===== src/design/smmt_pkg.sv =====
`default_nettype none

package smmt_pkg;

  localparam int TABLE_DEPTH_DEF = 16;
  localparam int RESULT_LIMIT = 16;
  localparam int KEY_W = 32;
  localparam int HID_W = 8;

  typedef enum logic [1:0] {
    CMD_MATCH         = 2'd0,
    CMD_SUB           = 2'd1,
    CMD_UNSUB_MASK    = 2'd2,
    CMD_UNSUB_HANDLER = 2'd3
  } cmd_t;

  typedef enum logic [1:0] {
    STAT_OK   = 2'd0,
    STAT_FULL = 2'd1,
    STAT_NONE = 2'd2,
    STAT_ZERO = 2'd3
  } status_t;

  typedef enum logic [2:0] {
    CELL_HOLD,
    CELL_ROTATE,
    CELL_CLEAR,
    CELL_COMPACT,
    CELL_WRITE
  } cell_op_t;

  typedef enum logic [2:0] {
    S_IDLE,
    S_SUB,
    S_MARK,
    S_COMPACT,
    S_MATCH,
    S_FINISH
  } fsm_t;

  typedef struct packed {
    logic [KEY_W-1:0] mask;
    logic [HID_W-1:0] handler;
  } entry_t;

  typedef struct packed {
    cell_op_t         op;
    logic [KEY_W-1:0] key;
    logic [HID_W-1:0] hid;
    logic             by_handler;
  } cell_ctl_t;

endpackage

`default_nettype wire


===== src/design/subscription_mask_match_table_top.sv =====
`default_nettype none

// Subscription table with mask matching, built as a chain of entry cells.
// A request is taken at a rising edge where start is high and busy is low;
// it carries in_command, in_key and in_handler_id. Busy stays high until the
// request is finished, and only one request is worked on at a time.
// Results leave on the out_ ports, each valid for exactly one cycle while
// out_valid is high; the receiver cannot stall them, and out_last marks the
// final result of a request.
// Subscribe gives its single result from the S_SUB state, through the output register.
// Both unsubscribe commands first clear the selected entries in S_MARK, then
// TABLE_DEPTH compaction steps close the gaps, each step moving every entry
// behind the first hole one cell forward.
// A match rotates the whole chain once, one entry through the head cell per
// cycle; hits come out in table order, each one held back until the next hit
// or the end of the rotation so the final one can be flagged as last.
// The rotation and compaction set how often match and unsubscribe requests
// can be taken, as a new request waits until busy is low again.
// A synchronous active-low reset empties the table and aborts any request.
module subscription_mask_match_table_top #(
  parameter int TABLE_DEPTH = smmt_pkg::TABLE_DEPTH_DEF
) (
  input  logic        clk,
  input  logic        rst_n,
  input  logic        start,
  output logic        busy,
  input  logic [1:0]  in_command,
  input  logic [31:0] in_key,
  input  logic [7:0]  in_handler_id,
  output logic        out_valid,
  output logic [7:0]  out_handler_out,
  output logic        out_matched,
  output logic [1:0]  out_status,
  output logic        out_last
);
  import smmt_pkg::*;

  localparam int CW = $clog2(TABLE_DEPTH);
  localparam int KW = $clog2(RESULT_LIMIT + 1);

  fsm_t             state_r, state_nxt;
  cmd_t             cmd_r;
  logic [KEY_W-1:0] key_r;
  logic [HID_W-1:0] hid_r;
  logic [CW-1:0]    cnt_r;
  logic [KW-1:0]    k_r;
  logic             pend_v_r;
  logic [HID_W-1:0] pend_h_r;
  logic             found_r;

  logic             out_valid_r;
  logic [HID_W-1:0] out_h_r;
  logic             out_m_r;
  status_t          out_st_r;
  logic             out_last_r;

  cell_ctl_t        ctl;
  entry_t           ent [TABLE_DEPTH];
  entry_t           nxt [TABLE_DEPTH];
  logic [TABLE_DEPTH:0]   hole;
  logic [TABLE_DEPTH-1:0] hits;

  logic             accept;
  logic             cnt_last;
  logic             full;
  logic             take;
  logic             res_valid;
  logic [HID_W-1:0] res_h;
  logic             res_m;
  status_t          res_st;
  logic             res_last;

  assign accept   = start && (state_r == S_IDLE);
  assign busy     = (state_r != S_IDLE);
  assign cnt_last = (cnt_r == CW'(TABLE_DEPTH - 1));
  assign full     = ~hole[TABLE_DEPTH];
  assign hole[0]  = 1'b0;

  // The chain: each cell is fed by its successor; the tail cell is fed by the
  // head cell during a match rotation and by an empty entry otherwise.
  genvar gi;
  generate
    for (gi = 0; gi < TABLE_DEPTH; gi++) begin : g_cell
      if (gi == TABLE_DEPTH - 1) begin : g_tail
        assign nxt[gi] = (ctl.op == CELL_ROTATE) ? ent[0] : '0;
      end else begin : g_body
        assign nxt[gi] = ent[gi+1];
      end
      smmt_cell u_cell (
        .clk       (clk),
        .rst_n     (rst_n),
        .ctl       (ctl),
        .nxt_entry (nxt[gi]),
        .hole_in   (hole[gi]),
        .entry     (ent[gi]),
        .hole_out  (hole[gi+1]),
        .hit       (hits[gi])
      );
    end
  endgenerate

  // Next-state logic.
  always_comb begin
    state_nxt = state_r;
    case (state_r)
      S_IDLE: begin
        if (start) begin
          case (cmd_t'(in_command))
            CMD_MATCH: state_nxt = S_MATCH;
            CMD_SUB:   state_nxt = S_SUB;
            default:   state_nxt = S_MARK;
          endcase
        end
      end
      S_SUB:     state_nxt = S_IDLE;
      S_MARK:    state_nxt = S_COMPACT;
      S_COMPACT: if (cnt_last) state_nxt = S_IDLE;
      S_MATCH:   if (cnt_last) state_nxt = S_FINISH;
      S_FINISH:  state_nxt = S_IDLE;
      default:   state_nxt = S_IDLE;
    endcase
  end

  // Cell commands and result values for each state.
  always_comb begin
    ctl.op         = CELL_HOLD;
    ctl.key        = key_r;
    ctl.hid        = hid_r;
    ctl.by_handler = (cmd_r == CMD_UNSUB_HANDLER);
    take           = 1'b0;
    res_valid      = 1'b0;
    res_h          = '0;
    res_m          = 1'b0;
    res_st         = STAT_OK;
    res_last       = 1'b1;
    case (state_r)
      S_SUB: begin
        res_valid = 1'b1;
        if (key_r == '0) begin
          res_st = STAT_ZERO;
        end else if (full) begin
          res_st = STAT_FULL;
        end else begin
          ctl.op = CELL_WRITE;
        end
      end
      S_MARK: begin
        ctl.op = CELL_CLEAR;
      end
      S_COMPACT: begin
        ctl.op = CELL_COMPACT;
        if (cnt_last) begin
          res_valid = 1'b1;
          if ((cmd_r == CMD_UNSUB_MASK) && (key_r == '0)) begin
            res_st = STAT_ZERO;
          end else if (found_r) begin
            res_st = STAT_OK;
          end else begin
            res_st = STAT_NONE;
          end
        end
      end
      S_MATCH: begin
        ctl.op = CELL_ROTATE;
        take   = (ent[0].mask != '0) && ((ent[0].mask & key_r) == key_r) &&
                 (k_r < KW'(RESULT_LIMIT));
        // A new hit releases the one held back, which is then not the last.
        if (take && pend_v_r) begin
          res_valid = 1'b1;
          res_h     = pend_h_r;
          res_m     = 1'b1;
          res_last  = 1'b0;
        end
      end
      S_FINISH: begin
        res_valid = 1'b1;
        if (pend_v_r) begin
          res_h = pend_h_r;
          res_m = 1'b1;
        end else begin
          res_st = STAT_NONE;
        end
      end
      default: ;
    endcase
  end

  always_ff @(posedge clk) begin
    if (!rst_n) begin
      state_r     <= S_IDLE;
      cnt_r       <= '0;
      k_r         <= '0;
      pend_v_r    <= 1'b0;
      found_r     <= 1'b0;
      out_valid_r <= 1'b0;
    end else begin
      state_r     <= state_nxt;
      out_valid_r <= res_valid;
      if (accept) begin
        cnt_r    <= '0;
        k_r      <= '0;
        pend_v_r <= 1'b0;
        found_r  <= 1'b0;
      end else begin
        if ((state_r == S_MATCH) || (state_r == S_COMPACT)) begin
          cnt_r <= cnt_r + CW'(1);
        end
        if (state_r == S_MARK) begin
          found_r <= |hits;
        end
        if (take) begin
          pend_v_r <= 1'b1;
          k_r      <= k_r + KW'(1);
        end else if (state_r == S_FINISH) begin
          pend_v_r <= 1'b0;
        end
      end
    end
  end

  always_ff @(posedge clk) begin
    if (accept) begin
      cmd_r <= cmd_t'(in_command);
      key_r <= in_key;
      hid_r <= in_handler_id;
    end
    if (take) begin
      pend_h_r <= ent[0].handler;
    end
    out_h_r    <= res_h;
    out_m_r    <= res_m;
    out_st_r   <= res_st;
    out_last_r <= res_last;
  end

  assign out_valid       = out_valid_r;
  assign out_handler_out = out_h_r;
  assign out_matched     = out_m_r;
  assign out_status      = out_st_r;
  assign out_last        = out_last_r;

`ifndef SYNTH
  // A held-back hit never survives past the end of a match.
  a_pend_cleared: assert property (@(posedge clk) disable iff (!rst_n)
    (state_r == S_IDLE) |-> !pend_v_r)
    else $error("held-back match result left over in idle");

  // Only a match produces results that are not the final one.
  a_nonlast_match: assert property (@(posedge clk) disable iff (!rst_n)
    (out_valid && !out_last) |-> ((state_r == S_MATCH) || (state_r == S_FINISH)))
    else $error("non-final result outside a match");

  // Every result follows a cycle in which a request was being worked on.
  a_result_busy: assert property (@(posedge clk) disable iff (!rst_n)
    out_valid |-> ($past(state_r) != S_IDLE))
    else $error("result produced without a request in progress");

  // A matching result always reports ok status.
  a_match_ok: assert property (@(posedge clk) disable iff (!rst_n)
    (out_valid && out_matched) |-> (out_status == STAT_OK))
    else $error("matching result with error status");
`endif

endmodule

`default_nettype wire


===== src/design/smmt_cell.sv =====
`default_nettype none

module smmt_cell (
  input  logic               clk,
  input  logic               rst_n,
  input  smmt_pkg::cell_ctl_t ctl,
  input  smmt_pkg::entry_t   nxt_entry,
  input  logic               hole_in,
  output smmt_pkg::entry_t   entry,
  output logic               hole_out,
  output logic               hit
);
  import smmt_pkg::*;

  entry_t entry_r;
  entry_t entry_nxt;
  logic   empty;
  logic   first_free;

  assign empty      = (entry_r.mask == '0);
  assign hole_out   = hole_in | empty;
  assign first_free = empty & ~hole_in;
  assign hit        = ~empty & (ctl.by_handler ? (entry_r.handler == ctl.hid)
                                               : (entry_r.mask == ctl.key));
  assign entry      = entry_r;

  // A compaction step moves every entry behind the first hole up by one.
  always_comb begin
    entry_nxt = entry_r;
    case (ctl.op)
      CELL_ROTATE:  entry_nxt = nxt_entry;
      CELL_COMPACT: if (hole_out) entry_nxt = nxt_entry;
      CELL_CLEAR:   if (hit) entry_nxt = '0;
      CELL_WRITE: begin
        if (first_free) begin
          entry_nxt.mask    = ctl.key;
          entry_nxt.handler = ctl.hid;
        end
      end
      default:      entry_nxt = entry_r;
    endcase
  end

  always_ff @(posedge clk) begin
    if (!rst_n) begin
      entry_r <= '0;
    end else begin
      entry_r <= entry_nxt;
    end
  end

endmodule

`default_nettype wire

===== config.mk =====
export PLATFORM = sky130hd
export DESIGN_NAME = subscription_mask_match_table_top
export DESIGN_NICKNAME = d
export VERILOG_FILES = /design/src/design/smmt_pkg.sv /design/src/design/subscription_mask_match_table_top.sv /design/src/design/smmt_cell.sv
export SDC_FILE = /design/constraint.sdc
export NUM_CORES = 2
export LEC_CHECK = 0
export BUFFER_PORTS_ARGS = -buffer_cell sky130_fd_sc_hd__buf_2
export CAP_MARGIN = 25
export CELL_PAD_IN_SITES_DETAIL_PLACEMENT = 0
export CELL_PAD_IN_SITES_GLOBAL_PLACEMENT = 1
export CORE_UTILIZATION = 36
export DETAILED_ROUTE_END_ITERATION = 8
export PLACE_DENSITY = 0.64
export SLEW_MARGIN = 5
export SYNTH_ARGS = -nofsm -noshare
export SYNTH_HDL_FRONTEND = slang
export SYNTH_SLANG_ARGS = --single-unit

===== constraint.sdc =====
create_clock -name clk -period 2.5 [get_ports clk]
set_input_delay 0.125 -clock clk [delete_from_list [all_inputs] [get_ports clk]]
set_output_delay 0.125 -clock clk [all_outputs]
set_load 0.02 [all_outputs]

==> impl_summary.txt <==
----------------------------------------------------
[STA]
  Clock period minus worst slack ... ~3600 ps
  Count of final max-slew check failures ... 0
  Clock skew ... approximately 40 ps
  Slew headroom ... between 40% and 50%
  Final setup viols ... between 600 and 700
  RSZ-0062 raised after global routing ... true
  Tightest hold margin ... about 120 ps
  Worst Max-Slew Pin Slew ... slightly below 900 ps
  Setup slack after layout ... -1060 ps
  Tcrit/Tclk final ... 142.4%
  FMAX ... between 200 and 300 MHz
  Hold Fails Final Rpt ... 0

[Pwr]
  Power density over cell area ... 1096 mW/mm2
  Clock network power share ... approximately a fifth
  Sw power ... between 20 and 30 mW
  Maximum vdd drop ... 714.2 uV
  Leakage ... 25.08 nW
  Part of the total power dissipated in combinational logic ... between 50% and 60%
  Total Power ... just under 70 mW
  Internal power of the cells ... between 30 and 40 mW
  Switching power share of the total ... 42.18%
  Reg power frac ... a little under a quarter

[Clock network]
  Clk buf depth ... 3
  Inserted Clock Buffers ... 87
  Count of clock tree sinks ... between 700 and 800
  CTS tree ... yes
  CTS H-Tree Depth ... 3
  Clock latency of the later-clocked register in the worst-skew pair ... approximately 700 ps
  Clock root cell ... sky130_fd_sc_hd__clkbuf_16
  Clock input transition at the sequential cells of the worst setup and hold paths ... 60 ps

[Synthesis]
  EDFF count, synth ... 50
  Post-Synthesis Cells ... 4,654
  Share of the yosys chip area belonging to registers ... between 30% and 40%
  Number of warnings reported in the yosys synthesis log ... 0
  Async set-reset flop share out of synthesis ... 0%
  Post-synthesis register bit count ... a little over 700
  Yosys top cell area share ... about a third
  Leading area contributor after synthesis ... sky130_fd_sc_hd__dfxtp_1
  Count of different cell masters after synthesis ... 74
  Primary flip-flop cell chosen by synthesis mapping ... sky130_fd_sc_hd__dfxtp_1
  Most instantiated cells after synthesis ... sky130_fd_sc_hd__dfxtp_1, sky130_fd_sc_hd__nand2_1, sky130_fd_sc_hd__xnor2_1
  Biggest area contributors in the synthesized netlist ... sky130_fd_sc_hd__dfxtp_1, sky130_fd_sc_hd__xnor2_1, sky130_fd_sc_hd__nand2_1, sky130_fd_sc_hd__o21ai_0, sky130_fd_sc_hd__xor2_1
  Net count after synthesis ... about 4,700
  Most frequently used cell type in the post-synthesis netlist ... sky130_fd_sc_hd__dfxtp_1
  Total standard cell area after synthesis ... approximately 0.039 mm2
  Average cell area after synthesis ... roughly 8.4 um2

[Routing]
  Detailed Routing Iterations Pass 1 ... 6
  Via density ... 5.948
  Iteration-0 DRC Markers ... roughly 4,900
  Number of vias in the routed layout ... ~45,000
  Antenna violation net count after detailed routing ... 0
  Drt drc ... 0
  Post-DR wirelength/cell ... approximately 31 um
  Routed wire length ... between 200,000 and 250,000 um

[GRT]
  Largest net degree at the start of global routing ... approximately 110
  First-pass GRT wire length ... between 300,000 and 400,000 um
  Via count of the first global-routing pass ... 42,013
  Total gr overflow ... 0
  Antenna violations before repair ... 4
  All-layer global routing usage ... between 30% and 40%

[Worst setup path]
  Critical Path Sink Type ... register
  Setup crit start kind ... register
  Largest fanout on the critical path ... 14
  CP startpoint ... g_cell[13].u_cell.entry[14]
  Slack of the worst reg-to-reg path ... -1060 ps
  Type of the worst setup path ... reg -> reg
  Crit path capture ... g_cell[10].u_cell.entry[19]
  Crit-path cells ... nor4_1 > nand4_1 > nor2_1 > nor2_1 > and3_4 > a31oi_4 > buf_6 > buf_12 > nor2_4 > buf_6 > buf_12 > buf_16 > buf_6 > buf_16 > nand2_1 > a31oi_1
  R2R depth ... 16
  Arrival time of the worst setup path ... about 4100 ps
  CP most frequent cell ... sky130_fd_sc_hd__buf_6
  Delay of the slowest critical-path stage ... 620 ps
  Launch point of the worst reg-to-reg path ... g_cell[13].u_cell.entry[14]
  Required time at the worst-slack endpoint ... ~3000 ps
  Slowest cell on the critical path ... sky130_fd_sc_hd__nor4_1
  Endpoint of the worst-slack reg-to-reg timing path ... g_cell[10].u_cell.entry[19]

[Cells and area]
  Post-layout nets ... roughly 6,100
  Fraction of layout cells with a size suffix above 1 ... between 30% and 40%
  Synthesis-to-finish area growth ... 56.40%
  Fraction of the core area covered by cells at the end of the flow ... a little under three fifths
  Area of all placed cells without fillers ... a little over 0.06 mm2

[Worst hold path]
  Worst min-delay path class ... in -> reg
  Count of cells along the worst hold path ... 2

[Place]
  Routability congestion estimate from global placement ... 1.068
  Placed cell areas ... 0.05166 mm2
  Post-place setup slack ... -1312 ps
  Buffers added on ports ... 58
  DPL Wire Length ... 161,300 um

[Floorplan]
  Number of placed I/O pins ... 59
  Effective utilization at floorplan ... 36.51%
  Vertical die dimension ... 332.4 um
  Core area ... approximately 0.11 mm2
  Area enclosed by the die boundary ... between 0.1 and 0.15 mm2
  Die span in x ... between 300 and 400 um
  Count of standard-cell rows ... 120

[Status]
  Failing checks ... negative setup slack
  Outcome ... finished with violations

[Flow run]
  # Max-Cap Violations ... 0

----------------------------------------------------
worst max-delay path: cells and delay by family (launching register included):
kind                   cells  cell delay [ps]
and+or+nand+nor            7             1770
AOI/OAI and AO/OA          2              290
buffers and inverters      7              990
DFF                        1              330
repair_timing:
item,in CTS,in global routing
pin swaps,92,194
cloned,48,38
endpoints found under the setup margin,667,667
resized for setup,344,403
hold buffers,44,0
setup buffers,70,90
hold endpoints to repair,69,0
cell type report:
| class | count | area, um2 |
|---|---|---|
| repair buffers | 1688 | 17110 |
| inverters | 39 | 153.9 |
| fillers | 9626 | 46180 |
| flip-flops and latches | 717 | 14870 |
| multi-input cells | 3478 | 24770 |
| diodes | 3 | 7.507 |
| clock inverters | 33 | 305.3 |
| clock buffers | 124 | 2499 |
| well taps | 1403 | 1755 |
layout by cell type, fill, tap and decap left out, types with 161 or more instances in the layout:
cell	count
sky130_fd_sc_hd__nor4_1	168
sky130_fd_sc_hd__xnor2_1	370
sky130_fd_sc_hd__a21oi_1	236
sky130_fd_sc_hd__xor2_1	207
sky130_fd_sc_hd__a31oi_1	239
sky130_fd_sc_hd__buf_12	168
sky130_fd_sc_hd__and3_1	161
sky130_fd_sc_hd__nand2_1	464
sky130_fd_sc_hd__buf_4	1196
sky130_fd_sc_hd__dfxtp_1	652
sky130_fd_sc_hd__o21ai_0	331
per-stage QoR:
step / setup TNS [ps] / instances
after floorplan: -7373 / 4654
after global placement: -730970 / 7045
after detailed placement: -737710 / 7045
after CTS: -474340 / 7363
after global routing: -599520 / 7482
final: -614050 / 7485
logic make-up (layout without fill, tap and decap cells):
kind of cell               Yosys count  count (layout)  share of synthesized area, %
adders and majority gates           34              34                         1.082
buffers and inverters              459            1884                         5.039
xor gates and xnor gates           614             614                         13.68
AOI/OAI and AO/OA                 1199            1199                         19.38
and+or+nand+nor                   1470            1470                         18.92
muxes                              161             161                         4.100
DFF                                717             717                         37.79
other                                0               3                             0
flip-flops by register name, indices dropped and copies added (netlist names), 2 cells and up:
signal,count
k_r,5
g_cell.u_cell.entry,640
state_r,3
pend_h_r,8
hid_r,8
cnt_r,4
out_status,2
key_r,32
cmd_r,2
out_handler_out,8
power groups by stage:
stage | clock network [mW] | registers, mW | logic [mW]
finish | 12.9 | 15.8 | 38.6
global route | 13.4 | 16.1 | 39.4
CTS | 12.9 | 15.8 | 33.9
detailed placement | 0 | 15.9 | 30.1
global placement | 0 | 15.9 | 30.1
floorplan | 0 | 16.4 | 13.2
per-layer routing:
metal | global-route usage [%] | vias up | wire length, um
met5 | 0 | - | 0
met4 | 36.82 | 0 | 28040
met3 | 6.098 | 925 | 18360
met2 | 62.12 | 2618 | 103500
met1 | 44.65 | 21309 | 82930
li1 | - | 19668 | -
how the worst min path moves through the flow:
| stage | from | to | slack [ps] |
|---|---|---|---|
| 3_3_place_gp | in_key[24] | key_r[24] | 300 |
| 6_report | in_key[22] | key_r[22] | 120 |
| 2_1_floorplan | in_command[0] | cmd_r[0] | 220 |
| 4_1_cts | in_key[24] | key_r[24] | 100 |
| 5_1_grt | in_key[22] | key_r[22] | 130 |
| 3_5_place_dp | in_key[26] | key_r[26] | 300 |
Note: power is estimated with default switching activity, not from simulation.
